`src/tnos_fifo.sv`:
```
// Small synchronous FIFO used as the command queue and the result queue.
// Depth must be a power of two; no package dependency.
module tnos_fifo #(
  parameter int unsigned WIDTH = 8,
  parameter int unsigned DEPTH = 2
) (
  input  logic             clk,
  input  logic             rst_n,
  input  logic             push,
  input  logic [WIDTH-1:0] wdata,
  output logic             full,
  input  logic             pop,
  output logic [WIDTH-1:0] rdata,
  output logic             empty
);

  localparam int unsigned PW = $clog2(DEPTH);
  localparam int unsigned CW = $clog2(DEPTH + 1);

  logic [WIDTH-1:0] mem_r [DEPTH];
  logic [PW-1:0]    wp_r, wp_nxt;
  logic [PW-1:0]    rp_r, rp_nxt;
  logic [CW-1:0]    cnt_r, cnt_nxt;
  logic             do_push, do_pop;

  assign full    = (cnt_r == CW'(DEPTH));
  assign empty   = (cnt_r == '0);
  assign do_push = push && !full;
  assign do_pop  = pop && !empty;
  assign rdata   = mem_r[rp_r];

  always_comb begin
    wp_nxt  = do_push ? wp_r + 1'b1 : wp_r;
    rp_nxt  = do_pop ? rp_r + 1'b1 : rp_r;
    cnt_nxt = cnt_r;
    if (do_push && !do_pop) begin
      cnt_nxt = cnt_r + 1'b1;
    end else if (do_pop && !do_push) begin
      cnt_nxt = cnt_r - 1'b1;
    end
  end

  always_ff @(posedge clk) begin
    if (!rst_n) begin
      wp_r  <= '0;
      rp_r  <= '0;
      cnt_r <= '0;
    end else begin
      wp_r  <= wp_nxt;
      rp_r  <= rp_nxt;
      cnt_r <= cnt_nxt;
    end
  end

  always_ff @(posedge clk) begin
    if (do_push) begin
      mem_r[wp_r] <= wdata;
    end
  end

endmodule

```
`config.mk`:
```
export PLATFORM = sky130hd
export DESIGN_NAME = tnos_fifo
export DESIGN_NICKNAME = d
export VERILOG_FILES = /design/src/tnos_fifo.sv
export SDC_FILE = /design/constraint.sdc
export NUM_CORES = 1
export LEC_CHECK = 0
export ABC_AREA = 1
export BUFFER_PORTS_ARGS = -buffer_cell sky130_fd_sc_hd__buf_2
export CAP_MARGIN = 0
export CORE_ASPECT_RATIO = 0.9
export CORE_MARGIN = 2
export CORE_UTILIZATION = 40
export CTS_BUF_LIST = sky130_fd_sc_hd__clkbuf_8
export DETAILED_ROUTE_END_ITERATION = 12
export PLACE_DENSITY = 0.7
export SYNTH_ARGS = -nofsm -noshare
export SYNTH_HDL_FRONTEND = slang
export SYNTH_SLANG_ARGS = --single-unit
```
`constraint.sdc`:
```
create_clock -name clk -period 2.55 [get_ports clk]
set_clock_uncertainty 0.1 [all_clocks]
set_input_delay 0.51 -clock clk [delete_from_list [all_inputs] [get_ports clk]]
set_output_delay 0.51 -clock clk [all_outputs]
set_load 0.01 [all_outputs]
```
* Yosys cells after proc, flatten, opt, wreduce, memory -nomap -nowiden *
Memory sizes are Yosys's and may differ from the RTL's. A register that Yosys moved wholly into a read port is not among the register bits.
Cells that the tools add are included.

cells by class
  add/sub/neg operators = 4
  $mul = 0
  div/mod/pow operators = 0
  $lt $le $gt $ge = 0
  equal/unequal tests = 1
  shifts and indexed selects = 0
  mux-type cells = 6
  bitwise gates (word level) = 0
  reductions and logical operators = 10

operators with widths
  kind                                              count
  logical AND 1 bit                                 4
  zero test 1 bit                                   4
  two-way mux 1 bit                                 4
  two-way mux 2 bit                                 2
  adder 1 bit, second input constant                2
  adder 2 x 1 -> 2 bit, second input constant       1
  == test 2 bit, second input constant              1
  zero test 2 bit                                   1
  nonzero test 2 bit                                1
  subtractor 2 x 1 -> 2 bit, second input constant  1

storage, ports and cells
  flip-flop bits (word level) = 4
  bits in latches = 0
  memory bits (writable) = 16
  memory bits (read-only) = 0
  input port bits = 12
  output and inout port bits = 10
  word-level logic and storage cells = 25
  memories kept = 1

memory list
  memory  depth  width  rd ports  clocked after memory_dff  write ports  RTL line  source
  mem_r   2      8      1         1                         1            20        logic [WIDTH-1:0] mem_r [DEPTH];

* Longest topological paths before layout *
Gate-level depths: netlist of the first run.

  depth in word-level cells = 7
  depth in mapped cells = 10
  gate-level depth less buffers = 10

* Worst setup path after synthesis of the first run *
No wires, ideal clock.

  kind = input-to-reg
  start point = input pop
  end point = register cnt_r[1]
  setup time = 0.064 ns
  arrival = 1.275 ns
  required time = 2.386 ns
  setup slack = 1.111 ns
  stages on the path = 9
  path buffers = 0
  path through = inv_1 nor2_4 inv_1 ha_1 inv_1 nand3_1 nand2_1 inv_1 nor2_1

between the ends
  cells in the longest elaborated chain, start to end = 4
  elaborated cells between the ends (all ways) = 6
  those cells by class = mux (1); reduce/logical (5)

RTL lines
  what                                                     RTL line  source
  start: declaration                                       12        input logic pop,
  logical AND 1 bit (*)                                    29        assign do_pop = pop && !empty;
  zero test 1 bit                                          36        if (do_push && !do_pop) begin
  logical AND 1 bit                                        36
  two-way mux 2 bit or nonzero test 2 bit (tied branches)  --
  end signal: assignment                                   51        cnt_r <= cnt_nxt;
  end: declaration                                         23        logic [CW-1:0] cnt_r, cnt_nxt;

Mark *: on every way between the ends. The rest lies on a longest branch, timed or not.
A chain may end at the register's enable or synchronous reset.

==> flow_summary.ini, run 1 <==
[finish]
n_fill_cell = 176
post-route-util = 0.522
drive_above_1_share = 0.448
syn_to_final_growth_pct = 21.4
antenna_cells = 0
fin_nets = 101

[routing]
firstDrtPassIters = 4
via_count = 512
drtIter0Drc = 11
detail-route-antenna-nets = 0
wl_mm = 1.17
drc = 0
vias_per_cell = 4.57
wl_per_cell_um = 10.4

[clocking]
cts_buffer_depth = 2
clockRootBuffer = clkbuf_8
path_clk_slew_ns = 0.07
cts_tree = built
cts_resized = 0
clock_latency_ns = 0.25
cts_hold_buffers = 0
cts_buffers = 3
cts.sinks = 21
post_cts.repair.setup_buffers = 0
cts_max_level = 1

[timing]
hold_viol = 0
drv_slew = 0
period_minus_slack_ns = 1.92
max_slew_margin = 0.561
clock.fmax_mhz = 521
tns_ns = 0
rsz0062_at_grt = no
setup_viol = 0
fin_crit_sh = 0.753
tightest_slew_ns = 0.657

[placement]
gp_congestion = 0.672
port_buffers = 21
place_hpwl_um = 903

[power]
ir_drop_mv = 0.594
leakage_nw = 0.418
p_per_area_mw_per_mm2 = 960

[setup_path]
slowest_stage = dfxtp_1
cp_num_buf_inv = 1
start_kind = flop
critPathArrivalTime_ns = 1.31
cp_top_family = flip-flops
end_kind = output pin
path_max_fanout = 8
required_ns = 1.94
max_stage_delay_ns = 0.53
path_cells = mux2_2 -> buf_2
path_class = reg2out
rrSetupSlack_ns = 0.95

[synthesis]
synth_area_um2 = 831
synthDistinctLibCells = 16
yosysTopAreaCell = edfxtp_1
ys_ff_latch = 21
seq_area_frac_synth = 0.699
synth_area_leaders = edfxtp_1 58%, dfxtp_1 12%, mux2_2 11%
postSynthNetCount = 76
netlist.area_leader.share = 0.578
syn_inst = 63
avgSynthCellArea_um2 = 13.2
ys_warn_count = 0

[global_routing]
antenna_found_initial = 0
track_usage = 0.112
grt_pass1_vias = 459
grt_max_degree = 13
grt.overflow.total = 0
grt_pass1_wl_mm = 1.91

[floorplan]
fp.dieArea_mm2 = 0.00246
die_w_um = 52.0
initial_utilization = 0.430
ios = 22
coreArea_mm2 = 0.00193
fp.dieH_um = 47.2
std_cell_rows = 15

[outcome]
status = finished, final reports clean

[hold_path]
hold_path_class = in2reg

[flow_run]
maxCapViolations = 0
through the flow:
stage / hold WS, ns / cells / worst slack [ns] / power, mW / area (µm²)
6_report: 0.343 / 112 / 0.631 / 0.968 / 1010
5_1_grt: 0.332 / 112 / 0.560 / 1.05 / 1010
4_1_cts: 0.341 / 112 / 0.598 / 0.981 / 1010
3_5_place_dp: 0.392 / 108 / 0.860 / 0.777 / 962
3_3_place_gp: 0.387 / 108 / 0.863 / 0.766 / 962
2_1_floorplan: 0.367 / 63 / 1.11 / 0.686 / 831
placed cells by master (no fill, tap or decap), drive strengths merged, types with 3 or more instances in the layout:
cell,synthesis,routed
clkbuf,0,3
o21ai,3,3
mux2,8,8
buf,1,21
nor2,11,11
edfxtp,16,16
inv,9,9
nand2,6,6
dfxtp,5,5
per-layer routing:
metal / track usage / part of all wire
met1: 0.118 / 0.40
met5: 0 / 0
met3: 0.0541 / 0.094
met2: 0.203 / 0.51
met4: 0.0316 / 0
worst paths after layout:
path                    startpoint               endpoint  cells past startpoint
max                           flop               rdata[0]                      2
min                       wdata[6]  mem_r[1][6]$_DFFE_PP_                      1
max reg2reg  cnt_r[0]$_SDFFE_PN0P_  mem_r[1][0]$_DFFE_PP_                      2
min reg2reg      wp_r$_SDFFE_PN0P_      wp_r$_SDFFE_PN0P_                      2
sequential cells by signal (all words and copies together), names as in the netlist, named ones only:
name / flops
cnt_r: 2
mem_r: 16
rp_r: 1
wp_r: 1
cell type report:
cell class / count / area, µm² / area share
tap: 25 / 31.3 / 0.0310
inverter: 9 / 33.8 / 0.0335
clock buffer: 3 / 41.3 / 0.0409
clock inverter: 1 / 5.00 / 0.00496
multi-input combinational: 32 / 211 / 0.210
timing repair buffer: 21 / 105 / 0.104
sequential: 21 / 581 / 0.576
logic make-up after synthesis:
group	count (synthesis)	synth area share
mux	8	0.108
flops	21	0.699
simple gates	19	0.102
buf+inv	10	0.0467
compound gates	4	0.0286
fa+ha+maj	1	0.0151
synthesized netlist by cell type (all sizes together):
cell and instances:
nor2 11, ha 1, edfxtp 16, buf 1, dfxtp 5, o21ai 3
mux2 8, nand2 6, nand4 1, inv 9, nand3 1, a21oi 1
report_power, final:
group / switching, mW / leakage, nW / internal (mW)
registers: 0.0467 / 0.191 / 0.438
logic: 0.154 / 0.202 / 0.125
clock network: 0.0964 / 0.0255 / 0.108
total: 0.297 / 0.418 / 0.671
No activity file was read; power rests on OpenSTA's default activity.
==> inputs of run 2 (changes only) <==
Settings changed: ABC_AREA 1 to 0, PLACE_DENSITY 0.7 to 0.71.
Clock period 2.55 ns to 1.8 ns, I/O delays scaled along.
==> run 2 against run 1 <==
  * Count of clock-buffer cells in the layout stayed put
  * Core utilization is 0.40 points lower
  * Clock power is 41% higher
  * Worst hold slack worse by 0.15 ns
  * Critical path type is now reg2reg
  * Critical endpoint is now cnt_r[1]$_SDFFE_PN0P_
==> flow_summary.ini, run 2 <==
[clocking]
cts_buffer_depth = 2
cts_max_level = 1
cts_tree = built
cts_hold_buffers = 0
cts.sinks = 21
path_clk_slew_ns = 0.07
cts_resized = 0
post_cts.repair.setup_buffers = 0
clock_latency_ns = 0.25
clockRootBuffer = clkbuf_8
cts_buffers = 3

[timing]
fin_crit_sh = 0.938
hold_viol = 0
tightest_slew_ns = 0.371
setup_viol = 0
period_minus_slack_ns = 1.69
max_slew_margin = 0.753
clock.fmax_mhz = 592
rsz0062_at_grt = no
drv_slew = 0
tns_ns = 0

[finish]
syn_to_final_growth_pct = 23.4
post-route-util = 0.518
fin_nets = 90
drive_above_1_share = 0.487
top_register = mem_r
biggestRegsByFlops = mem_r: 16 flops, cnt_r: 2 flops
layout_common_cells = 21 x buf_2, 16 x edfxtp_1, 8 x mux2_2
final_common_cell = buf_2
largest_register_ffs = 16
antenna_cells = 0
stdcell_count = 101

[synthesis]
postSynthNetCount = 64
synth_compound_area_frac = 0.0374
synthXorXnorAreaFrac = 0.0327
synth_edf_count = 16
yosysTopAreaCell = edfxtp_1
synthSimpleGateAreaFrac = 0.0592
synthAdderAreaFrac = 0.0156
synth_top_family_by_area = multiplexers
ys_ff_latch = 21
synth_area_leaders = edfxtp_1 60%, dfxtp_1 12%, mux2_2 11%
ys.flop_type = edfxtp_1
synthMuxAreaShare = 0.112
seq_area_frac_synth = 0.723
synthDistinctLibCells = 16
synth.most_common_cell = edfxtp_1
synth_area_um2 = 803
ys_warn_count = 0
synthArstFlopShare = 0
avgSynthCellArea_um2 = 15.8
syn_inst = 51
netlist.area_leader.share = 0.598
ys_top_cells_by_count = 16 x edfxtp_1, 8 x mux2_2, 5 x dfxtp_1, 5 x nor2_1

[setup_path]
start_kind = flop
r2r_start = cnt_r[0]$_SDFFE_PN0P_
path_max_fanout = 5
ff2ff_path_depth = 6
rrSetupSlack_ns = 0.11
end_kind = flop
path_class = reg2reg
rr_endpoint = cnt_r[1]$_SDFFE_PN0P_
critPathArrivalTime_ns = 1.77
required_ns = 1.88

[floorplan]
std_cell_rows = 15
die_w_um = 51.2
initial_utilization = 0.420
fp.dieH_um = 46.5
fp.dieArea_mm2 = 0.00238
ios = 22
coreArea_mm2 = 0.00191

[power]
leakage_nw = 0.404
ir_drop_mv = 0.749
p_per_area_mw_per_mm2 = 1380

[hold_path]
hold_path_class = in2reg
hold_depth = 1
whs_endpoint = mem_r[1][1]$_DFFE_PP_
hold_start = wdata[1]

[global_routing]
antenna_found_initial = 0
grt.overflow.total = 0
grt_pass1_wl_mm = 1.88
grt_max_degree = 13
track_usage = 0.117
grt_pass1_vias = 473

[routing]
drtIter0Drc = 2
detail-route-antenna-nets = 0
vias_per_cell = 4.53
wl_per_cell_um = 11.5
drc = 0
firstDrtPassIters = 3
wl_mm = 1.16
via_count = 458

[placement]
port_buffers = 21
gp_congestion = 0.724
dp.cells = 97
place_hpwl_um = 857

[flow_run]
maxCapViolations = 0

[outcome]
status = finished, final reports clean
[run 2: changes by cell type after synthesis, moves of 2 or more]
cell and delta:
o21ai_1 -2, inv_1 -3, inv_2 -3, o21ai_0 +2
nand2_1 -6, nor2_1 -4, xor2_1 +3
[run 2: per-layer routing]
metal,up-vias,wire length (µm),track usage
met2,12,576,0.197
met5,-,0,0
li1,232,-,-
met4,0,24,0.111
met3,2,74,0.0260
met1,212,483,0.123
[run 2: kinds of logic after synthesis]
kind of cell	after synthesis
buffers and inverters	4
AO/OA/AOI/OAI	5
flip-flops	21
XOR/XNOR	3
adder cells (fa/ha/maj)	1
multiplexers	8
AND/OR/NAND/NOR	9
[run 2: worst max-delay path by stage]
stage                               start               endpoint  slack [ns]  depth (start not counted)
finish              cnt_r[0]$_SDFFE_PN0P_  cnt_r[1]$_SDFFE_PN0P_        0.11                          6
CTS                                  flop               rdata[0]       0.002                          2
detailed placement  cnt_r[0]$_SDFFE_PN0P_  cnt_r[1]$_SDFFE_PN0P_        0.12                          6
global placement    cnt_r[0]$_SDFFE_PN0P_  cnt_r[1]$_SDFFE_PN0P_        0.17                          6
floorplan           cnt_r[0]$_SDFFE_PN0P_  cnt_r[1]$_SDFFE_PN0P_        0.15                          6
global route        cnt_r[0]$_SDFFE_PN0P_  cnt_r[1]$_SDFFE_PN0P_       0.006                          6
[run 2: power breakdown]
part / total [mW] / switching, mW / leakage (nW) / internal, mW
Clock: 0.290 / 0.136 / 0.0255 / 0.153
Sequential: 0.684 / 0.0611 / 0.191 / 0.623
Combinational: 0.393 / 0.195 / 0.188 / 0.198
Total: 1.37 / 0.392 / 0.404 / 0.975
[run 2: worst max-delay path, cell delays in order (launching register included)]
cell and delay (ns):
dfxtp_2 0.34, nand2b_1 0.16, inv_1 0.10, nor2_1 0.05
ha_1 0.33, or3_1 0.38, a21oi_1 0.15
[run 2: layout make-up]
cell class / instances / area, µm²
Fill cell: 179 / 923
Sequential cell: 21 / 583
Multi-Input combinational cell: 26 / 206
Timing Repair Buffer: 22 / 113
Clock buffer: 3 / 41.3
Tap cell: 25 / 31.3
Inverter: 3 / 11.3
Clock inverter: 1 / 5.00
[run 2: stage by stage]
stage	total power [mW]	hold WS [ns]	setup slack, ns	cell area (µm²)
after floorplan	0.950	0.359	0.153	803
after global placement	1.08	0.397	0.173	942
after detailed placement	1.09	0.397	0.118	942
after CTS	1.38	0.191	0.00243	988
after global routing	1.46	0.187	0.00578	991
final	1.37	0.197	0.111	991
==> inputs of run 3 (changes only) <==
Settings changed: CORE_UTILIZATION 40 to 45.
==> run 3 against run 2 <==
  * Critical path depth is the same
  * Core utilization grew 7.0 points
  * Via count shrank 0.44%
  * Critical endpoint unchanged
  * Sequential power is essentially flat
  * Global-route usage grew 0.084 points
  * Worst setup slack gained 0.0081 ns
  * Routed wire length shrank 4.7%
  * First-iteration DRC count shrank 100%
  * Largest cell class unchanged
  * Fmax grew 0.48%
==> flow_summary.ini, run 3 (synthesized netlist as in run 2, its figures left out) <==
[setup_path]
start_kind = flop
critPathArrivalTime_ns = 1.77
path_max_fanout = 5
path_cells = nand2b_1 -> inv_1 -> nor2_1 -> ha_1 -> or3_1 -> a21oi_1
slowest_stage = dfxtp_1
required_ns = 1.89
cp_num_buf_inv = 1
max_stage_delay_ns = 0.41
path_class = reg2reg
cp_top_family = simple AND/OR/NAND/NOR gates
rrSetupSlack_ns = 0.12
end_kind = flop

[routing]
wl_per_cell_um = 11.0
wl_mm = 1.10
routed.top_layer = met4
drtIter0Drc = 0
wl_met1_um = 505
firstDrtPassIters = 1
vias_per_cell = 4.56
drc = 0
routed-wl-met2_um = 505
detail-route-antenna-nets = 0
via_count = 456
met3WireLength_um = 78

[floorplan]
fp.dieArea_mm2 = 0.00214
fp.dieH_um = 44.1
coreArea_mm2 = 0.00168
ios = 22
initial_utilization = 0.478
std_cell_rows = 14
die_w_um = 48.5

[global_routing]
grt_pass1_vias = 420
grt_pass1_wl_mm = 1.70
antenna_found_initial = 0
grt_max_degree = 13
track_usage = 0.118
grt.overflow.total = 0

[power]
leakage_nw = 0.404
p_total_mw = 1.36
ir_drop_mv = 0.985
p_per_area_mw_per_mm2 = 1380

[clocking]
clock_latency_ns = 0.25
cts_max_level = 1
cts_tree = built
cts_hold_buffers = 0
cts_buffers = 3
cts.sinks = 21
cts_buffer_depth = 2
path_clk_slew_ns = 0.07
clockRootBuffer = clkbuf_8

[placement]
port_buffers = 21
gp_congestion = 0.706
post_dp_cell_area_um2 = 941
place_hpwl_um = 809

[hold_path]
hold_path_class = in2reg

[outcome]
status = finished, final reports clean

[timing]
max_slew_margin = 0.739
setup_viol = 0
hold_viol = 0
drv_slew = 0
clock.fmax_mhz = 595
tns_ns = 0
fin_crit_sh = 0.934
period_minus_slack_ns = 1.68
rsz0062_at_grt = no
tightest_slew_ns = 0.391

[finish]
top_register = mem_r
largest_register_ffs = 16
antenna_cells = 0
final_common_cell = buf_2
final_area_um2 = 988
layout_common_cells = 21 x buf_2, 16 x edfxtp_1, 8 x mux2_2
post-route-util = 0.588
syn_to_final_growth_pct = 23.1
biggestRegsByFlops = mem_r: 16 flops, cnt_r: 2 flops
drive_above_1_share = 0.474
fin_nets = 90

[flow_run]
maxCapViolations = 0
==> run 3: cell counts in the layout (fill, tap and decap cells not counted) <==
Identical to the previous run, type by type.
==> run 3: layer usage <==
layer / track usage / up-vias
met5: 0 / -
met2: 0.186 / 14
met3: 0.0405 / 2
met4: 0.103 / 0
met1: 0.131 / 203
li1: - / 237
==> run 3: through the flow <==
step,hold slack (ns),std cells,setup WS (ns)
6_report,0.193,100,0.119
2_1_floorplan,0.359,51,0.153
5_1_grt,0.179,100,0.00402
3_3_place_gp,0.399,96,0.172
3_5_place_dp,0.396,96,0.131
4_1_cts,0.187,100,0.00194
==> run 3: what timing repair did <==
item / 4_1_cts / 5_1_grt
setup endpoints to repair: 0 / 8
resized for setup: 0 / 1
buffers inserted: 0 / 0
==> run 3: cell type report <==
| cell class | count | area, µm² |
|---|---|---|
| fill | 148 | 693 |
| sequential | 21 | 582 |
| multi-input combinational | 26 | 206 |
| timing repair buffer | 22 | 113 |
| clock buffer | 3 | 41.3 |
| tap | 24 | 30.0 |
| inverter | 3 | 11.3 |
| clock inverter | 1 | 5.00 |
==> run 3: power breakdown <==
| part | switching (mW) | internal [mW] |
|---|---|---|
| Combinational | 0.188 | 0.197 |
| Clock | 0.138 | 0.154 |
| Sequential | 0.0636 | 0.621 |
==> run 3: path summary, 6_finish.rpt <==
kind                    startpoint                     to  cells past startpoint
max          cnt_r[0]$_SDFFE_PN0P_  cnt_r[1]$_SDFFE_PN0P_                      6
min reg2reg      rp_r$_SDFFE_PN0P_      rp_r$_SDFFE_PN0P_                      2
min                       wdata[2]  mem_r[0][2]$_DFFE_PP_                      1
max reg2reg  cnt_r[0]$_SDFFE_PN0P_  cnt_r[1]$_SDFFE_PN0P_                      6
