===== config.mk =====
export PLATFORM = sky130hd
export DESIGN_NAME = tnos_front
export DESIGN_NICKNAME = d
export VERILOG_FILES = /design/src/tnos_pkg.sv /design/src/tnos_fifo.sv /design/src/tnos_front.sv
export SDC_FILE = /design/constraint.sdc
export NUM_CORES = 1
export LEC_CHECK = 0
export ABC_AREA = 1
export ABC_CLOCK_PERIOD_IN_PS = 5940
export BUFFER_PORTS_ARGS = -buffer_cell sky130_fd_sc_hd__buf_2
export CAP_MARGIN = 20
export CORE_MARGIN = 8
export CORE_UTILIZATION = 46
export CTS_BUF_LIST = sky130_fd_sc_hd__clkbuf_4 sky130_fd_sc_hd__clkbuf_8
export DETAILED_ROUTE_END_ITERATION = 8
export PLACE_DENSITY = 0.8
export SLEW_MARGIN = 20
export SYNTH_ARGS = -nofsm -noshare
export SYNTH_HDL_FRONTEND = slang
export SYNTH_SLANG_ARGS = --single-unit

===== constraint.sdc =====
create_clock -name clk -period 5.94 [get_ports clk]
set_input_delay 0.891 -clock clk [delete_from_list [all_inputs] [get_ports clk]]
set_output_delay 0.891 -clock clk [all_outputs]
set_load 0.01 [all_outputs]

===== src/tnos_pkg.sv =====
// Shared types and constants for the two-nearest obstacle search block.
// Holds the input, command and result item structs and the fixed field widths.
// No dependencies.
package tnos_pkg;

  localparam int unsigned CAPACITY_DEF = 256;
  localparam int unsigned CMDQ_DEPTH   = 2;
  localparam int unsigned RESQ_DEPTH   = 2;

  localparam int unsigned REQ_W     = 2;
  localparam int unsigned CELL_W    = 16;
  localparam int unsigned POS_W     = 20;
  localparam int unsigned DIST_W    = 13;
  localparam int unsigned RAD_W     = 2 * DIST_W;   // radicand of the root unit
  localparam int unsigned CNT_OUT_W = 9;
  localparam int unsigned DX_W      = POS_W + 1;    // scaled cell minus position
  localparam int unsigned SQ_W      = 2 * POS_W;    // one squared axis distance
  localparam int unsigned SUM_W     = SQ_W + 1;

  localparam logic [DIST_W-1:0] RADIUS_LIMIT = 13'd5056;
  localparam logic [DIST_W-1:0] RADIUS_RESET = 13'd80;

  localparam logic [REQ_W-1:0] REQ_ADD = 2'd0;
  localparam logic [REQ_W-1:0] REQ_CLR = 2'd1;
  localparam logic [REQ_W-1:0] REQ_QRY = 2'd2;

  typedef enum logic [1:0] {
    OP_ADD,
    OP_CLR,
    OP_QRY,
    OP_NOP
  } op_t;

  typedef struct packed {
    logic [REQ_W-1:0]        req_type;
    logic signed [CELL_W-1:0] obs_x;
    logic signed [CELL_W-1:0] obs_y;
    logic signed [POS_W-1:0]  pos_x;
    logic signed [POS_W-1:0]  pos_y;
  } in_item_t;

  typedef struct packed {
    op_t                      op;
    logic signed [CELL_W-1:0] x;
    logic signed [CELL_W-1:0] y;
    logic signed [POS_W-1:0]  px;
    logic signed [POS_W-1:0]  py;
  } cmd_t;

  typedef struct packed {
    logic                     status;
    logic [CNT_OUT_W-1:0]     observable_count;
    logic                     first_valid;
    logic signed [CELL_W-1:0] first_x;
    logic signed [CELL_W-1:0] first_y;
    logic [DIST_W-1:0]        first_dist;
    logic                     second_valid;
    logic signed [CELL_W-1:0] second_x;
    logic signed [CELL_W-1:0] second_y;
    logic [DIST_W-1:0]        second_dist;
  } out_item_t;

endpackage


===== src/tnos_fifo.sv =====
// Small synchronous FIFO used as the command queue and the result queue.
// Depth must be a power of two; no package dependency.
module tnos_fifo #(
  parameter int unsigned WIDTH = 8,
  parameter int unsigned DEPTH = 2
) (
  input  logic             clk,
  input  logic             rst_n,
  input  logic             push,
  input  logic [WIDTH-1:0] wdata,
  output logic             full,
  input  logic             pop,
  output logic [WIDTH-1:0] rdata,
  output logic             empty
);

  localparam int unsigned PW = $clog2(DEPTH);
  localparam int unsigned CW = $clog2(DEPTH + 1);

  logic [WIDTH-1:0] mem_r [DEPTH];
  logic [PW-1:0]    wp_r, wp_nxt;
  logic [PW-1:0]    rp_r, rp_nxt;
  logic [CW-1:0]    cnt_r, cnt_nxt;
  logic             do_push, do_pop;

  assign full    = (cnt_r == CW'(DEPTH));
  assign empty   = (cnt_r == '0);
  assign do_push = push && !full;
  assign do_pop  = pop && !empty;
  assign rdata   = mem_r[rp_r];

  always_comb begin
    wp_nxt  = do_push ? wp_r + 1'b1 : wp_r;
    rp_nxt  = do_pop ? rp_r + 1'b1 : rp_r;
    cnt_nxt = cnt_r;
    if (do_push && !do_pop) begin
      cnt_nxt = cnt_r + 1'b1;
    end else if (do_pop && !do_push) begin
      cnt_nxt = cnt_r - 1'b1;
    end
  end

  always_ff @(posedge clk) begin
    if (!rst_n) begin
      wp_r  <= '0;
      rp_r  <= '0;
      cnt_r <= '0;
    end else begin
      wp_r  <= wp_nxt;
      rp_r  <= rp_nxt;
      cnt_r <= cnt_nxt;
    end
  end

  always_ff @(posedge clk) begin
    if (do_push) begin
      mem_r[wp_r] <= wdata;
    end
  end

endmodule


===== src/tnos_front.sv =====
// Front end: accepts input items, decodes the request type into a command
// and queues it for the back end. Uses tnos_pkg and tnos_fifo.
module tnos_front (
  input  logic               clk,
  input  logic               rst_n,
  input  logic               in_push,
  output logic               in_full,
  input  tnos_pkg::in_item_t in_data,
  output logic               cmd_valid,
  output tnos_pkg::cmd_t     cmd,
  input  logic               cmd_pop
);
  import tnos_pkg::*;

  localparam int unsigned CMD_W = $bits(cmd_t);

  cmd_t             cmd_in;
  logic [CMD_W-1:0] q_rdata;
  logic             q_empty;

  always_comb begin
    cmd_in.x  = in_data.obs_x;
    cmd_in.y  = in_data.obs_y;
    cmd_in.px = in_data.pos_x;
    cmd_in.py = in_data.pos_y;
    case (in_data.req_type)
      REQ_ADD: cmd_in.op = OP_ADD;
      REQ_CLR: cmd_in.op = OP_CLR;
      REQ_QRY: cmd_in.op = OP_QRY;
      default: cmd_in.op = OP_NOP;
    endcase
  end

  tnos_fifo #(
    .WIDTH (CMD_W),
    .DEPTH (CMDQ_DEPTH)
  ) u_cmdq (
    .clk   (clk),
    .rst_n (rst_n),
    .push  (in_push),
    .wdata (cmd_in),
    .full  (in_full),
    .pop   (cmd_pop),
    .rdata (q_rdata),
    .empty (q_empty)
  );

  assign cmd       = cmd_t'(q_rdata);
  assign cmd_valid = !q_empty;

endmodule


* Yosys cells after proc, flatten, opt, wreduce, memory -nomap -nowiden *
Memory sizes are Yosys's and may differ from the RTL's. A register that Yosys moved wholly into a read port is not among the register bits.
Cells that the tools add are included.

storage, ports and cells
  register bits after elaboration = 4
  bits of input ports = 78
  RAM bits = 148
  logic and storage cells = 29
  output and inout port bits = 76
  memories = 1

operators by class
  reduce and logical (&&, ||, !) cells = 11
  add/sub/neg operators = 4
  equality and inequality tests = 3
  mux-type cells = 7

memory list
  name          depth  bits a word  read ports  clocked after Yosys merged registers in  wr ports  RTL line         RTL
  u_cmdq.mem_r  2      74           1           1                                        1         tnos_fifo.sv:20  logic [WIDTH-1:0] mem_r [DEPTH];

operator list
  kind                                                                number
  2-bit case mux with 3 select lines                                  1
  2-bit == test, second input constant                                2
  1-bit logical AND                                                   4
  1-bit zero test                                                     4
  2-bit zero test                                                     2
  1-bit two-way mux                                                   4
  2-bit two-way mux                                                   2
  1-bit adder, second input constant                                  2
  2-bit by 1-bit adder with 2-bit output, second input constant       1
  2-bit by 1-bit == test with 1-bit output, second input constant     1
  2-bit nonzero test                                                  1
  2-bit by 1-bit subtractor with 2-bit output, second input constant  1

* Logic depth before layout (Yosys ltp) *
Gate-level depths: netlist (run 1).

  depth in word-level cells = 7
  depth in mapped cells = 10
  mapped depth without buffers = 10

* By module *
Synthesis (run 1) repeated with hierarchy kept, for this count alone.

second synthesis, totals
  cells, all modules = 271
  area total of the unflattened synthesis = 5843.1 um^2

by module, submodules not included
  module      instances  area each (um^2)  sequential area each (um^2)  cells an instance
  tnos_fifo   1          5831.8            4544.4                       268
  tnos_front  1          11.3              0.0                          3

* Worst setup path before layout (run 1) *
No wires, ideal clock.

  kind = input to register
  start point = input in_push
  end point = memory u_cmdq.mem_r[0][0] (netlist bit) (enable)
  required time = 5.434 ns
  stages = 2
  setup time = 0.506 ns
  data arrival time = 4.047 ns
  buffers on the path = 0
  setup slack = 1.387 ns
  path through = o21ai_2 > nor2_1

between the ends
  longest elaborated chain between the ends = 3

RTL lines
  element                                  RTL line         RTL
  start: declaration                       tnos_front.sv:6  input logic in_push,
  1-bit logical AND                        tnos_fifo.sv:28  assign do_push = push && !full;
  1-bit two-way mux                        tnos_fifo.sv:56  if (do_push) begin
  1-bit two-way mux (implied by the code)  tnos_fifo.sv:57  mem_r[wp_r] <= wdata;
  end: declaration                         tnos_fifo.sv:20

No other way between the ends.

==> results.md, run 1 <==
- Cells after DPL: 587
- Clk buf depth: 2
- Avg Inst Size Synth: 21.7 um^2
- Status: finished, final reports clean
- CTS Buf Count: 17
- DRT iter0 DRCs: about 150
- Total number of vias: about 3000
- Most frequent cells in the layout: buf_2, edfxtp_1, mux2_4, clkbuf_8, mux2_2
- Min Tclk post-route: 3.35 ns
- Die height: 129 um
- Port Buffer Count: 153
- Sequential power share: 0.483
- Sw frac: 0.263
- Peak supply drop: 0.197 mV
- Initial core utilization: 0.467
- GP Congestion: 0.689
- Final Hold Viols: 0
- Die W: 129 um
- Tot Pwr: 2.98 mW
- DR pass1 iterations: 4
- Hold Path Class: register to register
- Setup Buffers After CTS: 0
- Pwr/cell area: 412 nW/um^2
- Max Clock Skew: 0.00703 ns
- Flop and latch count out of synthesis: 153
- Design area: 7230 um^2
- Worst r2r src: u_cmdq.cnt_r[1]
- Area growth, synth to finish: 23.9%
- Critical Path AT: 2.45 ns
- First-pass GRT wire length: 16.5 mm
- Routed WL: 11.0 mm
- Fin crit share: 0.563
- Area share of the largest cell type after synthesis: 0.761
- Hold_sp: u_cmdq.rp_r
- Post-DP HPWL: between 7 and 8 mm
- Diode count: 0
- Remaining DRCs: 0
- Global-route usage over all layers: 0.133
- CTS Hold Bufs: 0
- Register area share after synthesis: 0.778
- CORE AREA: 12500 um^2
- Leak: 2.84 nW
- Clock sinks: 153
- Nature of the critical path endpoint: output pin
- CP Launch Type: register
- Synth cell types: 17
- Layout Nets: 515
- Slew HR: 0.536
- Post-layout util: 0.578
- Final Worst Setup Slack: 2.59 ns
- Initial antenna violation count: 1
- Worst-Margin Slew: between 0.6 and 0.7 ns
- Clk pwr share: 0.272
- Pin count of the biggest net entering global routing: 41
- Placed cell area: 6770 um^2
- Netlist area before placement: 5840 um^2
- TritonCTS clock tree: yes
- Share of cells above drive strength 1: 0.588
- Worst hold slack: 0.513 ns
- Syn. warnings: 0
- Dominant cells by area after synthesis: edfxtp_1, mux2_4, mux2_2, dfxtp_1, buf_6
- Sum Neg Setup Slack: 0 ns
- Cell internal pwr: around 2.2 mW
- Largest fanout on the critical path: 40
- Post-CTS Resized: 0
- H-tree depth: 4
- Combinational cell fraction of total power: 0.245
- DR WL/cell: between 15 and 20 um
- Root Driver: clkbuf_8
- Fmax: about 0.3 GHz
- Die area: 16600 um^2
- Clock transition at the registers of the reported paths: 0.07 ns
- Final Max Tran Viols: 0
- Commonest non-fill, non-tap cell in the layout: buf_2
- Row count: 41
- Pre-CTS WS: 2.99 ns
- Net Sw Power: 783 uW
- Num ports: approximately 150
- Post-Syn Instances: 269
- Vias in the first global route: 3303
- Maximum Capacitance Violations: 0
- Post-Layout Cell Count: 619
- Synth area leader: edfxtp_1
- Worst endpoint required time: 5.05 ns
- Via-to-Cell Ratio: 4.75
- Final setup fails: 0
- RSZ-0062 raised after global routing: no
- Net count after synthesis: 348
- Crit path kind: register to output pin
- Clk Latency, worst-skew pair: 0.43 ns
- Total gr overflow: 0
- Detail Route Antenna Nets: 0
## flip-flops by register name (all words and copies together), names as in the netlist, named ones only
register / count
u_cmdq.wp_r: 1
u_cmdq.mem_r: 148
u_cmdq.cnt_r: 2
u_cmdq.rp_r: 1
## path summary, 6_finish.rpt
check                                            to  slack, ns  cells after the start
worst min-delay path                    u_cmdq.rp_r       0.51                      2
worst max register to register  u_cmdq.mem_r[0][39]       3.76                      5
worst max-delay path                        cmd[52]       2.59                      3
worst min register to register          u_cmdq.rp_r       0.51                      2
## cell usage after synthesis
library cell,instances
clkbuf_1,2
buf_2,1
o21ai_0,2
o21a_1,1
nand2_1,7
inv_1,8
edfxtp_1,148
o21ai_2,1
mux2_2,14
dfxtp_1,5
mux2_4,60
buf_6,7
nor2_1,9
nand3_1,1
nand4_1,1
ha_1,1
a21oi_1,1
## power by group through the flow
stage	registers (mW)	logic, mW	clock network, mW
floorplan	1.43	0.517	0
finish	1.44	0.732	0.810
detailed placement	1.47	0.722	0
global route	1.46	0.790	0.867
global placement	1.46	0.707	0
CTS	1.44	0.725	0.831
## critical path, stage by stage, from the launching register on
cell and delay, ns:
dfxtp_4 0.74, buf_4 0.68, mux2_2 0.41, buf_2 0.14
## area by class of cell
class / instances / area, um^2
clock inverters: 10 / 153
flip-flops and latches: 153 / 4550
multi-input cells: 98 / 1190
inverters: 8 / 30.0
clock buffers: 20 / 256
repair buffers: 158 / 843
well taps: 172 / 215
fillers: 969 / 5280
## cells by family after synthesis
| kind of cell | share of synthesized area |
|---|---|
| buffers and inverters | 0.0208 |
| AOI/OAI and AO/OA | 0.00536 |
| muxes | 0.181 |
| and+or+nand+nor | 0.0122 |
| adders and majority gates | 0.00214 |
| DFF | 0.778 |
## metal layers
layer | wire length, um | GRT usage | vias to the layer above
li1 | - | - | 1371
met5 | 8 | 0 | -
met2 | 5740 | 0.230 | 108
met3 | 790 | 0.0434 | 25
met4 | 223 | 0.0795 | 2
met1 | 4240 | 0.140 | 1435
Note: power is estimated with default switching activity, not from simulation.
==> inputs of run 2 (changes only) <==
ABC_CLOCK_PERIOD_IN_PS = 3500   (was 5940)
clock period = 3.5 ns   (was 5.94 ns; I/O delays follow)
==> run 2 against run 1 <==
Clock-buffer cell count up 4. Utilization up 0.050 points. Sequential cell count unchanged. Combinational power up 73%. Critical path depth unchanged.
==> results.md, run 2 (synthesis results as in run 1) <==
- Num ports: 154 (unchanged)
- Min Tclk post-route: ~2.4 ns
- First-pass GRT wire length: 16.7 mm (+1.1%)
- Clk Latency, worst-skew pair: 0.43 ns (about the same)
- Final Hold Viols: 0 (unchanged)
- Most frequent cells in the layout: buf_2, edfxtp_1, mux2_4, clkbuf_8, mux2_2
- Final setup fails: 0 (unchanged)
- Met1 Use GR: 0.134 (-0.00599)
- Clock sinks: 153 (unchanged)
- Slew HR: 0.579 (+0.0433)
- CTS Hold Bufs: 0 (unchanged)
- Leak: 2.85 nW (about the same)
- Row count: 41 (unchanged)
- Largest fanout on the critical path: 29 (-28%)
- DR WL/cell: 17.6 um (-1.2%)
- Max reg flops: 148 (unchanged)
- Final Max Tran Viols: 0 (unchanged)
- Initial antenna violation count: 1 (unchanged)
- Setup Buffers After CTS: 0 (unchanged)
- Pin count of the biggest net entering global routing: 56 (+37%)
- Initial core utilization: 0.467 (unchanged)
- Global-route usage over all layers: 0.135 (+0.00140)
- Clock transition at the registers of the reported paths: 0.08 ns (about the same)
- Met2 Use GR: 0.238 (+0.00770)
- Sum Neg Setup Slack: 0 ns (unchanged)
- CTS Buf Count: 17 (unchanged)
- Post-CTS Resized: 0 (unchanged)
- Max Clock Skew: 0.00812 ns (+0.00108 ns)
- Clk buf depth: 2 (unchanged)
- DR pass1 iterations: 4 (unchanged)
- Crit path kind: register to output pin
- Post-layout util: 0.578 (about the same)
- Post-DP HPWL: 7.63 mm (+0.95%)
- DRT iter0 DRCs: 184 (+22%)
- Most flop-heavy register: u_cmdq.mem_r
- Peak supply drop: 0.387 mV (+96%)
- Hold Path Class: primary input to register
- RSZ-0062 raised after global routing: no
- Area growth, synth to finish: 24.0% (about the same)
- Root Driver: clkbuf_8
- Routed WL: 10.9 mm (-1.0%)
- Pwr/cell area: 699 nW/um^2 (+70%)
- Commonest non-fill, non-tap cell in the layout: buf_2
- Total number of vias: 2934 (-0.24%)
- Largest registers: u_cmdq.mem_r (148), u_cmdq.cnt_r (2)
- H-tree depth: 4 (unchanged)
- Detail Route Antenna Nets: 0 (unchanged)
- Remaining DRCs: 0 (unchanged)
- Port Buffer Count: 153 (unchanged)
- Total gr overflow: 0 (unchanged)
- Diode count: 0 (unchanged)
- GRT busiest layer: met2
- Worst endpoint required time: 2.97 ns (-2.08 ns)
- Die height: 129 um (unchanged)
- Worst-Margin Slew: 0.630 ns (-0.0664 ns)
- Vias in the first global route: 3356 (+1.6%)
- Maximum Capacitance Violations: 0 (unchanged)
- Layout Nets: 514 (-0.19%)
- GP Congestion: 0.717 (+4.1%)
- Critical Path AT: 1.92 ns (-0.53 ns)
- Fmax: approximately 0.41 GHz
- CP Launch Type: register
- Nature of the critical path endpoint: output pin
- Fin crit share: 0.698
- TritonCTS clock tree: yes
- CORE AREA: 12500 um^2 (unchanged)
- Status: finished, final reports clean
- GR met3 Demand/Resource: 0.0612 (+0.0178)
- Die W: 129 um (unchanged)
- Via-to-Cell Ratio: 4.73 (-0.40%)
- Tot Pwr: 5.06 mW (+70%)
- Share of cells above drive strength 1: 0.596 (+0.00762)
- Die area: 16600 um^2 (unchanged)
## run 2: cell types whose count changed in the layout (fill, tap and decap cells not counted), moves of 2 or more
cell      previous run  this run
clkinv_1             3         0
clkbuf_8            17        20
buf_4                3         1
clkinv_2             1         3
buf_16               2         0
buf_12               0         3
## run 2: layout make-up
| class | instances | area, um^2 |
|---|---|---|
| Clock buffer | 24 | 305 |
| Tap cell | 172 | 215 |
| Multi-Input combinational cell | 98 | 1190 |
| Clock inverter | 8 | 120 |
| Inverter | 8 | 30.0 |
| Fill cell | 981 | 5280 |
| Timing Repair Buffer | 157 | 833 |
| Sequential cell | 153 | 4550 |
## run 2: worst paths after layout
kind	slack, ns	from	end	cells after the start
setup / recovery	1.06	register	cmd[50]	3
hold / removal	0.28	in_data[22]	u_cmdq.mem_r[0][22]	1
hold reg to reg	0.52	u_cmdq.rp_r	u_cmdq.rp_r	2
setup reg to reg	1.64	u_cmdq.cnt_r[1]	u_cmdq.mem_r[1][46]	4
## run 2: critical path, stage by stage (launching register included)
cell     delay, ns
dfxtp_4       0.46
buf_4         0.47
mux2_2        0.40
buf_2         0.14
## run 2: power by group
part / internal [mW] / switching (mW)
Combinational: 0.627 / 0.645
Clock: 0.791 / 0.594
Sequential: 2.31 / 0.0879
## run 2: metal layers
layer | vias to the layer above | part of all wire
li1 | 1375 | -
met1 | 1443 | 0.39
met2 | 101 | 0.52
met3 | 13 | 0.078
met4 | 2 | 0.012
met5 | - | 0.0012
## run 2: through the flow
step                hold WS [ns]  worst slack (ns)  instance area (um^2)  cells
finish                     0.281              1.06                  7240    620
global route               0.231             0.932                  7240    620
CTS                        0.233             0.999                  7240    620
floorplan                  0.467            -0.687                  5840    269
global placement           0.486              1.52                  6820    588
detailed placement         0.504              1.50                  6820    588
==> inputs of run 3 (changes only) <==
ABC_CLOCK_PERIOD_IN_PS = 2110   (was 3500)
PLACE_DENSITY = 0.83   (was 0.8)
clock period = 2.11 ns   (was 3.5 ns; I/O delays follow)
==> run 3 against run 2 <==
Clock power is 78% higher. Sequential cell count unchanged. Utilization rose by 0.45 points. Register-to-register slack got worse by 1.1 ns. Combinational power increased by 69%. Critical path depth unchanged. Setup slack got worse by 0.94 ns. Highest routed layer unchanged. Clock-buffer cell count fell by 4. First-iteration DRC count is 23% lower. Sequential share of layout area is 0.48 points lower.
==> results.md, run 3 (synthesis results as in run 1) <==
- CP Launch Type: register
- Row count: 41 (unchanged)
- RSZ-0062 raised after global routing: no
- Global-route usage over all layers: 0.133 (-0.00181)
- DRT iter0 DRCs: 141 (-23%)
- Setup Buffers After CTS: 0 (unchanged)
- Layout Nets: 516 (+0.39%)
- Share of cells above drive strength 1: 0.593 (-0.00265)
- Fmax: 0.501 GHz
- Clk buf depth: 2 (unchanged)
- Most frequent cells in the layout: buf_2, edfxtp_1, mux2_4, clkbuf_8, mux2_2
- Post-CTS Resized: 0 (unchanged)
- Placed cell area: 6840 um^2 (+0.40%)
- Clock sinks: 153 (unchanged)
- GP Congestion: 0.659 (-8.1%)
- DR pass1 iterations: 4 (unchanged)
- Pwr/cell area: 1170 nW/um^2 (+68%)
- Post-DP HPWL: 7.55 mm (-1.1%)
- Leak: 2.86 nW (+0.56%)
- Clock transition at the registers of the reported paths: 0.08 ns (about the same)
- Final Max Tran Viols: 0 (unchanged)
- Vias in the first global route: 3304 (-1.5%)
- First-pass GRT wire length: 16.3 mm (-2.4%)
- Final Hold Viols: 0 (unchanged)
- Diode count: 0 (unchanged)
- CTS Hold Bufs: 0 (unchanged)
- CTS Buf Count: 17 (unchanged)
- Largest registers: u_cmdq.mem_r (148), u_cmdq.cnt_r (2)
- Root Driver: clkbuf_8
- Clk Latency, worst-skew pair: 0.43 ns (about the same)
- Routed WL: 10.5 mm (-3.2%)
- Nature of the critical path endpoint: output pin
- Via-to-Cell Ratio: 4.69 (-0.80%)
- Area growth, synth to finish: 25.0%
- Num ports: 154 (unchanged)
- Pin count of the biggest net entering global routing: 46 (-18%)
- Design area: 7300 um^2 (+0.78%)
- Hold Path Class: primary input to register
- Initial core utilization: 0.467 (unchanged)
- Cell chain of the critical path: buf_12 -> mux2_2 -> buf_2
- Slew HR: 0.701 (+0.121)
- Max Clock Skew: 0.0115 ns (+0.00334 ns)
- Final setup fails: 0 (unchanged)
- Total gr overflow: 0 (unchanged)
- Total number of vias: 2920 (-0.48%)
- Max incr delay on CP: 0.39 ns (-0.08 ns)
- Detail Route Antenna Nets: 0 (unchanged)
- H-tree depth: 4 (unchanged)
- Crit path kind: register to output pin
- Port Buffer Count: 153 (unchanged)
- Initial antenna violation count: 1 (unchanged)
- Fin crit share: 0.945
- Commonest non-fill, non-tap cell in the layout: buf_2
- Post-layout util: 0.583 (+0.00450)
- Max reg flops: 148 (unchanged)
- TritonCTS clock tree: yes
- Slowest-stage cell, CP: mux2_2
- CORE AREA: 12500 um^2 (unchanged)
- Worst endpoint required time: 1.79 ns (-1.18 ns)
- Die area: 16600 um^2 (unchanged)
- Critical Path AT: 1.68 ns (-0.24 ns)
- Largest fanout on the critical path: 45 (+55%)
- Peak supply drop: 0.543 mV (+40%)
- Die height: 129 um (unchanged)
- Status: finished, final reports clean
- Maximum Capacitance Violations: 0 (unchanged)
- Most flop-heavy register: u_cmdq.mem_r
- Remaining DRCs: 0 (unchanged)
- Die W: 129 um (unchanged)
- Worst-Margin Slew: 0.449 ns (-0.181 ns)
- Min Tclk post-route: 1.99 ns
- DR WL/cell: 16.9 um (-3.5%)
==> run 3: final cells by class <==
class | instances | area (um^2)
clock buffer | 20 | 256
multi-input combinational | 98 | 1190
inverter | 8 | 30.0
sequential | 153 | 4550
tap | 172 | 215
timing repair buffer | 159 | 861
clock inverter | 12 | 198
fill | 971 | 5220
==> run 3: metrics by stage <==
stage	cells	TNS, ns	total power [mW]	worst slack, ns	hold WS [ns]
2_1_floorplan	269	-108.89	5.47	-0.736	0.415
3_3_place_gp	590	0	6.14	0.596	0.482
3_5_place_dp	590	0	6.23	0.513	0.480
4_1_cts	622	0	8.69	0.0663	0.0212
5_1_grt	622	0	8.97	0.0358	0.0226
6_report	622	0	8.56	0.116	0.0646
==> run 3: metal layers <==
metal / GRT usage / vias up / share of wire
li1: - / 1372 / -
met1: 0.127 / 1429 / 0.35
met2: 0.234 / 100 / 0.53
met3: 0.0633 / 17 / 0.096
met4: 0.0677 / 2 / 0.015
met5: 0 / - / 0.0012
==> run 3: final timing paths <==
kind | end | cells past startpoint | from | slack (ns)
worst max register to register | u_cmdq.cnt_r[1] | 9 | u_cmdq.cnt_r[1] | 0.50
worst min register to register | register | 2 | u_cmdq.rp_r | 0.52
worst max-delay path | cmd[55] | 3 | register | 0.12
worst min-delay path | u_cmdq.mem_r[1][58] | 1 | in_data[58] | 0.06
==> run 3: worst max-delay path, delay by kind of cell (launching register included) <==
kind	cells	cell delay (ns)
buffers and inverters	2	0.43
DFF	1	0.38
muxes	1	0.39
==> run 3: power breakdown <==
part	switching, mW	leakage [nW]	internal [mW]
Combinational	1.08	1.22	1.07
Clock	1.01	0.219	1.44
Sequential	0.123	1.42	3.84
Total	2.22	2.86	6.35
